File: src/rotation_matrix_to_euler_macros.svh
// Assertion macros shared by the rotation matrix to Euler angle block.
// Each macro expects signals named clk and arst_n in the scope of its use.
`ifndef ROTATION_MATRIX_TO_EULER_MACROS_SVH
`define ROTATION_MATRIX_TO_EULER_MACROS_SVH

// Implication checked in the same cycle.
`define RME_ASSERT_IMP(lbl, a, b) \
	lbl: assert property (@(posedge clk) disable iff (!arst_n) (a) |-> (b)) \
		else $error("rme assertion failed");

// Implication checked in the next cycle.
`define RME_ASSERT_NEXT(lbl, a, b) \
	lbl: assert property (@(posedge clk) disable iff (!arst_n) (a) |=> (b)) \
		else $error("rme assertion failed");

`endif

File: src/rme_pkg.sv
// Types, constants and helper functions of the rotation matrix to Euler angle block.
// Used by the square root cell, the CORDIC cell and the top level.
`timescale 1ns / 1ps

package rme_pkg;

	localparam int ELEM_W = 16;
	localparam int ANG_W = 16;
	localparam int ROOT_W = 24;
	localparam int RAD_W = 2 * ROOT_W;
	localparam int REM_W = 26;
	localparam int CV_W = 27;
	localparam int ACC_W = 26;
	localparam int ATAN_LEN = 24;
	localparam int ANGLE_LIMIT = 23040;
	localparam int QUARTER_TURN = 90 * 65536;

	typedef logic signed [ELEM_W-1:0] elem_t;

	typedef struct packed {
		elem_t m23;
		elem_t m22;
		elem_t m33;
		elem_t m32;
		elem_t m31;
		elem_t m21;
		elem_t m11;
	} elems_t;

	typedef struct packed {
		logic [RAD_W-1:0] n;
		logic [REM_W-1:0] rem;
		logic [ROOT_W-1:0] root;
	} sq_t;

	typedef struct packed {
		logic signed [CV_W-1:0] x;
		logic signed [CV_W-1:0] y;
		logic signed [ACC_W-1:0] a;
	} cord_t;

	typedef struct packed {
		logic sing;
		logic signed [ANG_W-1:0] az;
		logic signed [ANG_W-1:0] ay;
		logic signed [ANG_W-1:0] ax;
	} res_t;

	// Arctangent of 2^-i in units of 2^-16 degree.
	function automatic logic signed [ACC_W-1:0] atan_step(input int i);
		logic signed [ACC_W-1:0] v;
		case (i)
			0: v = ACC_W'(2949120);
			1: v = ACC_W'(1740967);
			2: v = ACC_W'(919879);
			3: v = ACC_W'(466945);
			4: v = ACC_W'(234379);
			5: v = ACC_W'(117304);
			6: v = ACC_W'(58666);
			7: v = ACC_W'(29335);
			8: v = ACC_W'(14668);
			9: v = ACC_W'(7334);
			10: v = ACC_W'(3667);
			11: v = ACC_W'(1833);
			12: v = ACC_W'(917);
			13: v = ACC_W'(458);
			14: v = ACC_W'(229);
			15: v = ACC_W'(115);
			16: v = ACC_W'(57);
			17: v = ACC_W'(29);
			18: v = ACC_W'(14);
			19: v = ACC_W'(7);
			20: v = ACC_W'(4);
			21: v = ACC_W'(2);
			22: v = ACC_W'(1);
			default: v = '0;
		endcase
		return v;
	endfunction

	// Moves a vector in the left half plane into the right half plane.
	function automatic cord_t prerotate(input logic signed [CV_W-1:0] x,
			input logic signed [CV_W-1:0] y);
		cord_t c;
		c.x = x;
		c.y = y;
		c.a = '0;
		if (x < 0) begin
			if (y >= 0) begin
				c.x = y;
				c.y = -x;
				c.a = ACC_W'(QUARTER_TURN);
			end else begin
				c.x = -y;
				c.y = x;
				c.a = -ACC_W'(QUARTER_TURN);
			end
		end
		return c;
	endfunction

	// Rounds to 1/128 degree and limits the result to a half turn.
	function automatic logic signed [ANG_W-1:0] round_angle(input logic signed [ACC_W-1:0] a);
		logic signed [ACC_W-1:0] t;
		logic signed [ACC_W-10:0] r;
		logic signed [ANG_W-1:0] o;
		t = a + ACC_W'(256);
		r = (ACC_W-9)'(t >>> 9);
		if (r > (ACC_W-9)'(ANGLE_LIMIT)) begin
			o = ANG_W'(ANGLE_LIMIT);
		end else if (r < -(ACC_W-9)'(ANGLE_LIMIT)) begin
			o = -ANG_W'(ANGLE_LIMIT);
		end else begin
			o = ANG_W'(r);
		end
		return o;
	endfunction

endpackage

File: src/rme_cordic_cell.sv
// One vectoring CORDIC micro-rotation with its angle accumulation.
// Depends on rme_pkg for the vector type and the arctangent steps.
`timescale 1ns / 1ps

module rme_cordic_cell #(
	parameter int STAGE = 0
) (
	input logic clk,
	input logic en,
	input rme_pkg::cord_t din,
	output rme_pkg::cord_t dout
);
	import rme_pkg::*;

	logic signed [CV_W-1:0] dx;
	logic signed [CV_W-1:0] dy;

	always_comb begin
		dx = din.x >>> STAGE;
		dy = din.y >>> STAGE;
	end

	always_ff @(posedge clk) begin
		if (en) begin
			if (din.y >= 0) begin
				dout.x <= din.x + dy;
				dout.y <= din.y - dx;
				dout.a <= din.a + atan_step(STAGE);
			end else begin
				dout.x <= din.x - dy;
				dout.y <= din.y + dx;
				dout.a <= din.a - atan_step(STAGE);
			end
		end
	end

endmodule

File: config.mk
export PLATFORM = sky130hd
export DESIGN_NAME = rme_cordic_cell
export DESIGN_NICKNAME = d
export VERILOG_FILES = /design/src/rotation_matrix_to_euler_macros.svh /design/src/rme_pkg.sv /design/src/rme_cordic_cell.sv
export SDC_FILE = /design/constraint.sdc
export NUM_CORES = 1
export LEC_CHECK = 0
export ABC_AREA = 0
export BUFFER_PORTS_ARGS = -buffer_cell sky130_fd_sc_hd__buf_2
export CAP_MARGIN = 20
export CORE_MARGIN = 1.5
export CORE_UTILIZATION = 60
export DETAILED_ROUTE_END_ITERATION = 10
export PLACE_DENSITY = 0.91
export RECOVER_POWER = 50
export SYNTH_ARGS = -nofsm -noshare
export SYNTH_HDL_FRONTEND = slang
export SYNTH_SLANG_ARGS = --single-unit
File: constraint.sdc
create_clock -name clk -period 5.2 [get_ports clk]
set_input_delay 0.52 -clock clk [delete_from_list [all_inputs] [get_ports clk]]
set_output_delay 0.52 -clock clk [all_outputs]
set_load 0.03 [all_outputs]
==> flow_summary.json <==
{
  "drc": 0,
  "yosys_warnings": 0,
  "grtUsageTotal": 0.303,
  "routabilityCongestion": 0.992,
  "core_sq_um": 11400,
  "multi_input_area_sq_um": 4160,
  "slowest_stage": "clkbuf_1",
  "synthCells": 757,
  "drt_pass1_iterations": 5,
  "yosysTopAreaCell": "edfxtp_1",
  "cts_buffers": 9,
  "largest_reg_flops": 79,
  "avgViaCountPerCell": 6.12,
  "ys_types": 71,
  "seqCellArea_sq_um": 2370,
  "final_max_slew_viol_count": 80,
  "cellLeakagePower_nw": 3.75,
  "die_y_um": 111,
  "synth_commonest_cells": "ha_1 (86), edfxtp_1 (79), a21oi_1 (78)",
  "status": "finished with violations",
  "cts.sinks": 79,
  "drive_above_1_share": 0.189,
  "cap_violations": 1,
  "max_slew_margin": -1.90,
  "placed_area_sq_um": 7850,
  "yosys-top-cells-area": "edfxtp_1 (34%), ha_1 (15%), xnor2_1 (6.1%)",
  "dieWidth_um": 111,
  "setup_viol": 0,
  "synth_area_sq_um": 7010,
  "root_buffer": "clkbuf_16",
  "yosysSeqAreaShare": 0.338,
  "post_cts_buffers": 0,
  "critPathBufInv": 1,
  "top_regs": "dout x79",
  "die_area_sq_um": 12300,
  "grt_start_max_net_pins": 80,
  "synth-edff-count": 79,
  "diodes": 0,
  "start_kind": "input port",
  "area_growth_pct": 15.5,
  "syn_nets": 929,
  "ios": 162,
  "crit_start": "en",
  "wl_per_cell_um": 18.3,
  "crit_family": "buffers and inverters",
  "yosysMostFrequentCell": "ha_1",
  "design_area_sq_um": 8100,
  "fp-row-count": 39,
  "totalWireLength_mm": 19.1,
  "fin_setup_tns_ns": 0,
  "cp.required_ns": 5.04,
  "min_from": "din[15]",
  "nFillCells": 893,
  "fmax_mhz": 267,
  "dr.first_iter.drc_count": 661,
  "ys_ff_latch": 79,
  "grt_pass1_wl_mm": 30.0,
  "violations": "capacitance limit, slew limit",
  "via_count": 6417,
  "power_density_nw_per_um2": 297,
  "yosys.area.top_type_share": 0.338,
  "p_total_mw": 2.41,
  "grt_pass1_vias": 5903,
  "crit_type": "input port to flip-flop",
  "grt_overflow": 0,
  "layout.nets": 1072,
  "hold_class": "input port to flip-flop",
  "cpPeakStageDelay_ns": 2.99,
  "async_flop_share": 0,
  "htreeDepth": 3,
  "rsz0062_at_grt": "no",
  "cts_tree": "built",
  "ant_nets": 0,
  "antenna_found_initial": 0,
  "worstMarginPinSlew_ns": 4.35,
  "cts-resized-gates": 0,
  "initial_core_util": 0.614,
  "worstPathCellList": "clkbuf_1",
  "dpl.hpwl_mm": 14.5,
  "cts_buffer_depth": 2,
  "peakVddDrop_mv": 0.211,
  "port_buffers": 161,
  "clkTransAtPathRegs_ns": 0.06,
  "min_period_ns": 3.75,
  "critPathMaxFanout": 79,
  "regMostFlops": "dout",
  "avgSynthCellArea_sq_um": 9.27,
  "postCtsHoldBufs": 0,
  "period_share": 0.721,
  "endpoint_kind": "flip-flop",
  "synthFlopType": "edfxtp_1",
  "arrival_ns": 3.58,
  "finalHoldViolCount": 0
}
==> logic make-up (layout without fill, tap and decap cells) <==
family | count (synthesis) | after routing | share of synthesized area
compound gates | 227 | 227 | 0.214
xor+xnor | 58 | 58 | 0.0724
fa+ha+maj | 90 | 90 | 0.165
buf+inv | 114 | 262 | 0.0685
flops | 79 | 79 | 0.338
mux | 20 | 20 | 0.0287
simple gates | 169 | 169 | 0.113
==> cell usage in the layout (no fill, tap or decap), types with 28 or more instances in the layout <==
master	instances
a21oi_1	78
buf_2	134
clkbuf_1	28
edfxtp_1	79
ha_1	86
inv_1	76
nand2_1	41
nor2_1	60
o21ai_0	43
xnor2_1	49
==> cell type report <==
type                       count  share of cell area
timing repair buffer         163              0.0972
inverter                      83              0.0385
clock inverter                 6             0.00741
clock buffer                  10              0.0283
multi-input combinational    564               0.514
sequential                    79               0.293
tap                          143              0.0221
==> report_power, final <==
part           internal, mW  switching, mW  leakage, nW
sequential            0.833         0.0308        0.773
clock                 0.370          0.251        0.142
combinational         0.304          0.618         2.83
==> layer usage <==
layer	wire length [um]	track usage	vias up
met5	0	0	-
met4	501	0.0954	0
met3	2030	0.0487	42
met2	8590	0.477	432
met1	8010	0.429	2970
li1	-	-	2973
==> path summary, 6_finish.rpt <==
path	slack [ns]	cells past startpoint	endpoint
setup / recovery	1.45	1	dout[51]$_DFFE_PP_
hold / removal	0.36	1	dout[15]$_DFFE_PP_
==> metrics by stage <==
| step | std cells | hold slack (ns) | setup slack, ns | utilization |
|---|---|---|---|---|
| after floorplan | 757 | 0.619 | 1.87 | - |
| after global placement | 1032 | 0.697 | 1.41 | 0.687 |
| after detailed placement | 1032 | 0.701 | 1.39 | 0.687 |
| after CTS | 1048 | 0.352 | 1.66 | 0.713 |
| after global routing | 1048 | 0.352 | 1.24 | 0.709 |
| final | 1048 | 0.363 | 1.45 | 0.709 |
(Power assumes the default switching activity.)
