## config.mk

```make
export PLATFORM = sky130hd
export DESIGN_NAME = rme_sqrt_cell
export DESIGN_NICKNAME = d
export VERILOG_FILES = /design/src/rotation_matrix_to_euler_macros.svh /design/src/rme_pkg.sv /design/src/rme_sqrt_cell.sv
export SDC_FILE = /design/constraint.sdc
export NUM_CORES = 1
export LEC_CHECK = 0
export BUFFER_PORTS_ARGS = -buffer_cell sky130_fd_sc_hd__buf_2
export CORE_UTILIZATION = 48
export CTS_CLUSTER_SIZE = 28
export DETAILED_ROUTE_END_ITERATION = 8
export PLACE_DENSITY = 0.9
export SYNTH_ARGS = -nofsm -noshare
export SYNTH_HDL_FRONTEND = slang
export SYNTH_SLANG_ARGS = --single-unit
```

## constraint.sdc

```tcl
create_clock -name clk -period 3.43 [get_ports clk]
set_clock_uncertainty 0.2 [all_clocks]
set_input_delay 0.343 -clock clk [delete_from_list [all_inputs] [get_ports clk]]
set_output_delay 0.343 -clock clk [all_outputs]
set_load 0.1 [all_outputs]
```

## src/rotation_matrix_to_euler_macros.svh

```systemverilog
// Assertion macros shared by the rotation matrix to Euler angle block.
// Each macro expects signals named clk and arst_n in the scope of its use.
`ifndef ROTATION_MATRIX_TO_EULER_MACROS_SVH
`define ROTATION_MATRIX_TO_EULER_MACROS_SVH

// Implication checked in the same cycle.
`define RME_ASSERT_IMP(lbl, a, b) \
	lbl: assert property (@(posedge clk) disable iff (!arst_n) (a) |-> (b)) \
		else $error("rme assertion failed");

// Implication checked in the next cycle.
`define RME_ASSERT_NEXT(lbl, a, b) \
	lbl: assert property (@(posedge clk) disable iff (!arst_n) (a) |=> (b)) \
		else $error("rme assertion failed");

`endif

```

## src/rme_pkg.sv

```systemverilog
// Types, constants and helper functions of the rotation matrix to Euler angle block.
// Used by the square root cell, the CORDIC cell and the top level.
`timescale 1ns / 1ps

package rme_pkg;

	localparam int ELEM_W = 16;
	localparam int ANG_W = 16;
	localparam int ROOT_W = 24;
	localparam int RAD_W = 2 * ROOT_W;
	localparam int REM_W = 26;
	localparam int CV_W = 27;
	localparam int ACC_W = 26;
	localparam int ATAN_LEN = 24;
	localparam int ANGLE_LIMIT = 23040;
	localparam int QUARTER_TURN = 90 * 65536;

	typedef logic signed [ELEM_W-1:0] elem_t;

	typedef struct packed {
		elem_t m23;
		elem_t m22;
		elem_t m33;
		elem_t m32;
		elem_t m31;
		elem_t m21;
		elem_t m11;
	} elems_t;

	typedef struct packed {
		logic [RAD_W-1:0] n;
		logic [REM_W-1:0] rem;
		logic [ROOT_W-1:0] root;
	} sq_t;

	typedef struct packed {
		logic signed [CV_W-1:0] x;
		logic signed [CV_W-1:0] y;
		logic signed [ACC_W-1:0] a;
	} cord_t;

	typedef struct packed {
		logic sing;
		logic signed [ANG_W-1:0] az;
		logic signed [ANG_W-1:0] ay;
		logic signed [ANG_W-1:0] ax;
	} res_t;

	// Arctangent of 2^-i in units of 2^-16 degree.
	function automatic logic signed [ACC_W-1:0] atan_step(input int i);
		logic signed [ACC_W-1:0] v;
		case (i)
			0: v = ACC_W'(2949120);
			1: v = ACC_W'(1740967);
			2: v = ACC_W'(919879);
			3: v = ACC_W'(466945);
			4: v = ACC_W'(234379);
			5: v = ACC_W'(117304);
			6: v = ACC_W'(58666);
			7: v = ACC_W'(29335);
			8: v = ACC_W'(14668);
			9: v = ACC_W'(7334);
			10: v = ACC_W'(3667);
			11: v = ACC_W'(1833);
			12: v = ACC_W'(917);
			13: v = ACC_W'(458);
			14: v = ACC_W'(229);
			15: v = ACC_W'(115);
			16: v = ACC_W'(57);
			17: v = ACC_W'(29);
			18: v = ACC_W'(14);
			19: v = ACC_W'(7);
			20: v = ACC_W'(4);
			21: v = ACC_W'(2);
			22: v = ACC_W'(1);
			default: v = '0;
		endcase
		return v;
	endfunction

	// Moves a vector in the left half plane into the right half plane.
	function automatic cord_t prerotate(input logic signed [CV_W-1:0] x,
			input logic signed [CV_W-1:0] y);
		cord_t c;
		c.x = x;
		c.y = y;
		c.a = '0;
		if (x < 0) begin
			if (y >= 0) begin
				c.x = y;
				c.y = -x;
				c.a = ACC_W'(QUARTER_TURN);
			end else begin
				c.x = -y;
				c.y = x;
				c.a = -ACC_W'(QUARTER_TURN);
			end
		end
		return c;
	endfunction

	// Rounds to 1/128 degree and limits the result to a half turn.
	function automatic logic signed [ANG_W-1:0] round_angle(input logic signed [ACC_W-1:0] a);
		logic signed [ACC_W-1:0] t;
		logic signed [ACC_W-10:0] r;
		logic signed [ANG_W-1:0] o;
		t = a + ACC_W'(256);
		r = (ACC_W-9)'(t >>> 9);
		if (r > (ACC_W-9)'(ANGLE_LIMIT)) begin
			o = ANG_W'(ANGLE_LIMIT);
		end else if (r < -(ACC_W-9)'(ANGLE_LIMIT)) begin
			o = -ANG_W'(ANGLE_LIMIT);
		end else begin
			o = ANG_W'(r);
		end
		return o;
	endfunction

endpackage

```

## src/rme_sqrt_cell.sv

```systemverilog
// One cell of the digit-by-digit square root chain, producing one root bit.
// Depends on rme_pkg.
`timescale 1ns / 1ps

module rme_sqrt_cell #(
	parameter int K = 0
) (
	input logic clk,
	input logic en,
	input rme_pkg::sq_t din,
	output rme_pkg::sq_t dout
);
	import rme_pkg::*;

	logic [REM_W+1:0] rem_sh;
	logic [REM_W+1:0] trial;
	logic ge;

	always_comb begin
		rem_sh = {din.rem, din.n[2*K+1 -: 2]};
		trial = (REM_W+2)'({din.root, 2'b01});
		ge = (rem_sh >= trial);
	end

	always_ff @(posedge clk) begin
		if (en) begin
			dout.n <= din.n;
			dout.rem <= ge ? REM_W'(rem_sh - trial) : REM_W'(rem_sh);
			dout.root <= {din.root[ROOT_W-2:0], ge};
		end
	end

endmodule

```

==> impl_metrics.json, run 1 <==
{
  "combPwrFrac_pct": 40.5,
  "die_x_um": 102,
  "totalWireLength_um": 14900,
  "drt.antenna.violating_nets": 0,
  "power_frac_clock_pct": 20.2,
  "dpl_cell_area_um2": 5910,
  "start_util_pct": 49.2,
  "syn_nets": 470,
  "drt_first_pass_iters": 5,
  "wl_met1_um": 5110,
  "min_to": "dout[50]$_DFFE_PP_",
  "synth_area_um2": 4770,
  "whs_ns": 0.0189,
  "ios": 198,
  "synthTopCellsByArea": "edfxtp_1 62%, ha_1 6.8%, mux2_4 5.0%",
  "port_buffers": 197,
  "synth-edff-count": 98,
  "fin_area_um2": 6810,
  "synth_top_area_share_pct": 61.7,
  "power_density_nw_per_um2": 564,
  "whs_path_depth": 1,
  "p_total_mw": 3.84,
  "ys_types": 48,
  "num_rows": 36,
  "synth.yosys.seq_area_share_pct": 61.7,
  "top_regs": "dout (98)",
  "setup_viol": 0,
  "grt_usage_pct": 29.3,
  "finalHoldViolations": 0,
  "met3_length_um": 1590,
  "clock_path_buffers": 2,
  "cap_viol_max_count": 0,
  "dp_hpwl_um": 9030,
  "core_um2": 9680,
  "die_y_um": 102,
  "grt_pass1_vias": 4154,
  "relSlewSlack_pct": 61.9,
  "end_kind": "flip-flop",
  "cts_tree": "built",
  "ys_ff_latch": 98,
  "routed.top_layer": "met4",
  "grt_first_pass_wirelength_um": 21900,
  "finalMaxSlewViolations": 0,
  "largest_register_ffs": 98,
  "cp_max_fo": 5,
  "wl_per_cell_um": 19.7,
  "period_needed_ns": 3.33,
  "synth_area_per_cell_um2": 13.9,
  "worstMarginPinSlew_ns": 0.572,
  "vias": 4089,
  "intPower_mw": 2.17,
  "post_cts_buffers": 0,
  "hold_path.class": "input pin to flip-flop",
  "synth_warnings": 0,
  "outcome": "completed",
  "htreeDepth": 3,
  "dieArea_um2": 10300,
  "stdcell_count": 759,
  "synthCells": 344,
  "dr_wl_met2_um": 7740,
  "max_flop_register": "dout",
  "numCtsBuffers": 9,
  "post-route-drc-count": 0,
  "cts_sinks": 98,
  "fin_util_pct": 70.3,
  "fmax_mhz": 301,
  "drive_gt1_share_pct": 39.0,
  "leakagePower_nw": 3.07,
  "nNetsFinal": 747,
  "switching_share_pct": 43.5,
  "path_clk_slew_ns": 0.10,
  "switchingPower_mw": 1.67,
  "critPathKind": "input pin to flip-flop",
  "fin_crit_sh_pct": 97.0,
  "async_reset_ff_share_pct": 0,
  "grt_antenna_before_repair": 0,
  "drt_iter0_drc": 311,
  "overflow": 0,
  "insertedDiodeCount": 0,
  "hold_path_startpoint": "din[50]",
  "required_ns": 3.37,
  "drt-vias-per-instance": 5.39,
  "area_delta_synth_final_pct": 42.8,
  "synth_top_area_cell": "edfxtp_1",
  "ys.flop_type": "edfxtp_1",
  "grt_max_degree": 60,
  "p_seq_share_pct": 39.2,
  "dp.cells": 673,
  "peakVddDrop_uv": 264,
  "worstSetupStartpointType": "input pin",
  "gp_congestion": 0.889,
  "cp.arrival_ns": 3.27,
  "cts-root-buf": "clkbuf_8"
}
[cells in the final DEF, fill, tap and decap left out, drive strengths merged, types with 2 or more instances in the layout]
cell type    count
o21ai           17
xnor2           13
inv             31
edfxtp          98
o31ai            2
nand2b           3
o211ai           3
nand4            2
a21oi           22
nand2           21
clkbuf          11
a21o             6
mux2            22
a211oi           6
nor2            18
a41oi            2
buf            200
and2             3
o21a             3
nor2b            3
nor3             6
and4             2
o21bai           2
xor2            10
and3             3
dlygate4sd3     70
clkinv           2
mux2i            2
a31oi            2
ha              26
[per-layer routing]
metal | global-route usage, % | vias to the layer above
met2 | 53.0 | 296
li1 | - | 1840
met4 | 13.8 | 0
met3 | 8.35 | 52
met5 | 0 | -
met1 | 31.5 | 1901
[through the flow]
| stage | TNS (ns) | worst slack (ns) |
|---|---|---|
| 3_3_place_gp | 0 | 0.447 |
| 4_1_cts | 0 | 0.208 |
| 3_5_place_dp | 0 | 0.309 |
| 6_report | 0 | 0.103 |
| 2_1_floorplan | 0 | 0.626 |
| 5_1_grt | -0.105 | -0.0238 |
[critical path: stages]
cell	delay (ns)
dlygate4sd3_1	0.52
buf_2	0.11
inv_1	0.04
ha_1	0.37
o211ai_1	0.14
o211ai_1	0.32
nand2_1	0.23
o31ai_1	0.38
a32oi_1	0.11
o21ai_0	0.27
xor2_1	0.15
mux2_4	0.28
[cell families after synthesis]
group	after synthesis	synth area share [%]
and+or+nand+nor	67	6.90
DFF	98	61.7
xor gates and xnor gates	23	4.23
AOI/OAI and AO/OA	72	10.0
buffers and inverters	34	3.41
muxes	24	6.88
adders and majority gates	26	6.82
[how the worst max path moves through the flow]
stage / from / endpoint / slack [ns] / depth (start not counted)
after floorplan: din[0] / dout[32]$_DFFE_PP_ / 0.63 / 11
after global placement: din[0] / dout[26]$_DFFE_PP_ / 0.45 / 12
after detailed placement: din[50] / dout[29]$_DFFE_PP_ / 0.31 / 12
after CTS: din[0] / dout[30]$_DFFE_PP_ / 0.21 / 13
after global routing: din[12] / dout[31]$_DFFE_PP_ / -0.02 / 12
final: din[1] / dout[43]$_DFFE_PP_ / 0.10 / 12
[power by group through the flow]
stage	Combinational (mW)	Clock, mW	Sequential, mW
2_1_floorplan	0.316	0	2.40
3_3_place_gp	1.43	0	1.52
3_5_place_dp	1.46	0	1.53
4_1_cts	1.52	0.759	1.50
5_1_grt	1.61	0.822	1.51
6_report	1.55	0.776	1.51
[area by class of cell]
class                      instances  area [um^2]
sequential                        98         2940
tap                              133          166
clock inverter                     5         63.8
timing repair buffer             270         1720
multi-input combinational        212         1660
inverter                          30          113
fill                             591         2880
clock buffer                      11          131
[cells in the mapped netlist, drive strengths merged, types with 2 or more instances]
cell,instances
a211oi,6
nor2b,3
o211ai,3
nand2b,3
o21a,3
inv,30
xnor2,13
o21ai,17
o21bai,2
a21o,6
nand2,21
a21oi,22
mux2i,2
mux2,22
buf,4
nor3,6
nor2,18
o31ai,2
a41oi,2
and4,2
nand4,2
a31oi,2
and3,3
ha,26
edfxtp,98
xor2,10
and2,3
[what timing repair did]
item	4_1_cts	5_1_grt
hold buffers	70	0
endpoints found under the setup margin	0	3
resized for setup	0	1
hold endpoints to repair	70	0
Note: power is estimated with default switching activity, not from simulation.
==> inputs of run 2 (changes only) <==
SETUP_SLACK_MARGIN = 0.5   (was unset)
==> impl_metrics.json, run 2 (synthesis results as in run 1) <==
{
  "grt_max_degree": 60,
  "setup_viol": 0,
  "hold_path_startpoint": "din[50]",
  "path_clk_slew_ns": 0.10,
  "fin_area_um2": 6860,
  "peakVddDrop_uv": 284,
  "htreeDepth": 3,
  "required_ns": 3.37,
  "use_met1_pct": 32.6,
  "gp_congestion": 0.889,
  "nNetsFinal": 749,
  "critPathKind": "input pin to flip-flop",
  "cp_slowest_cell": "dlygate4sd3_1",
  "max_flop_register": "dout",
  "largest_register_ffs": 98,
  "nFillCells": 589,
  "fmax_mhz": 353,
  "rsz0062_at_grt": "no",
  "max_stage_delay_ns": 0.52,
  "vias": 4124,
  "cp.arrival_ns": 2.78,
  "cts_tree": "built",
  "worstSetupStartpointType": "input pin",
  "met2_usage_pct": 53.5,
  "insertedDiodeCount": 0,
  "num_rows": 36,
  "leakagePower_nw": 3.09,
  "dieArea_um2": 10300,
  "use_met3_pct": 7.25,
  "die_x_um": 102,
  "grt_first_pass_wirelength_um": 22300,
  "finalHoldViolations": 0,
  "grt_usage_pct": 29.5,
  "fin_crit_sh_pct": 82.6,
  "start_util_pct": 49.2,
  "die_y_um": 102,
  "final_cell_mix": "196 x buf_2, 98 x edfxtp_1, 70 x dlygate4sd3_1",
  "drt-vias-per-instance": 5.42,
  "post-route-drc-count": 0,
  "ios": 198,
  "core_um2": 9680,
  "port_buffers": 197,
  "worstMarginPinSlew_ns": 0.560,
  "min_to": "dout[50]$_DFFE_PP_",
  "area_delta_synth_final_pct": 43.8,
  "drt_first_pass_iters": 5,
  "grt-busiest-layer": "met2",
  "dp_hpwl_um": 9030,
  "relSlewSlack_pct": 62.6,
  "overflow": 0,
  "numCtsBuffers": 9,
  "top_regs": "dout (98)",
  "clock_path_buffers": 2,
  "outcome": "completed",
  "cp_max_fo": 14,
  "cts-root-buf": "clkbuf_8",
  "hold_path.class": "input pin to flip-flop",
  "totalWireLength_um": 15200,
  "crit_chain": "dlygate4sd3_1 > buf_2 > inv_1 > ha_2 > nand3_1 > nor2b_2 > and4_1 > nor2_2 > o21ai_4 > buf_12 > mux2_2",
  "whs_path_depth": 1,
  "finalMaxSlewViolations": 0,
  "end_kind": "flip-flop",
  "grt_antenna_before_repair": 0,
  "final_common_cell": "buf_2",
  "wl_per_cell_um": 20.0,
  "grt_pass1_vias": 4172,
  "drt.antenna.violating_nets": 0,
  "drt_iter0_drc": 339,
  "tns_ns": 0,
  "cts_sinks": 98,
  "dpl_cell_area_um2": 5910,
  "period_needed_ns": 2.83,
  "cap_viol_max_count": 0,
  "power_density_nw_per_um2": 561,
  "drive_gt1_share_pct": 39.6
}
[run 2: final cells by class]
class                      instances  area [um^2]  share of cell area, %
inverter                          30          113                   1.64
clock buffer                      11          131                   1.92
tap                              133          166                   2.43
multi-input combinational        212         1670                   24.4
timing repair buffer             272         1760                   25.7
clock inverter                     5         63.8                  0.931
sequential                        98         2940                   42.9
[run 2: per-layer routing]
| layer | up-vias | wire length, um |
|---|---|---|
| met5 | - | 0 |
| met4 | 0 | 459 |
| met3 | 43 | 1510 |
| met2 | 277 | 7840 |
| met1 | 1961 | 5430 |
| li1 | 1843 | - |
[run 2: metrics by stage]
step | cells | setup slack, ns | power, mW | hold slack (ns) | utilization, %
after floorplan | 344 | 0.626 | 2.71 | 0.242 | -
after global placement | 673 | 0.447 | 2.95 | 0.320 | 61.0
after detailed placement | 673 | 0.309 | 2.98 | 0.321 | 61.0
after CTS | 759 | 0.515 | 3.78 | 0.00674 | 70.2
after global routing | 761 | 0.495 | 3.95 | 0.0168 | 70.8
final | 761 | 0.596 | 3.85 | 0.0218 | 70.8
[run 2: worst max-delay path, delay by kind of cell]
| family | cells | cell delay, ns |
|---|---|---|
| AOI/OAI and AO/OA | 1 | 0.22 |
| adders and majority gates | 1 | 0.37 |
| buffers and inverters | 4 | 0.87 |
| muxes | 1 | 0.34 |
| and+or+nand+nor | 4 | 0.63 |
[run 2: how the worst max path moves through the flow]
stage,start,end,slack [ns],cells past startpoint
after floorplan,din[0],dout[32]$_DFFE_PP_,0.63,11
after global placement,din[0],dout[26]$_DFFE_PP_,0.45,12
after detailed placement,din[50],dout[29]$_DFFE_PP_,0.31,12
after CTS,din[18],dout[47]$_DFFE_PP_,0.51,13
after global routing,din[18],dout[28]$_DFFE_PP_,0.50,11
final,din[18],dout[30]$_DFFE_PP_,0.60,11
[run 2: report_power, final]
| group | switching, mW | internal [mW] |
|---|---|---|
| clock | 0.435 | 0.344 |
| sequential | 0.0417 | 1.47 |
| combinational | 1.20 | 0.365 |
| total | 1.67 | 2.17 |
[run 2: what timing repair did]
action	CTS	global route
setup buffers	0	2
setup endpoints to repair	0	22
hold endpoints to repair	70	0
hold buffers	70	0
resized for setup	0	10
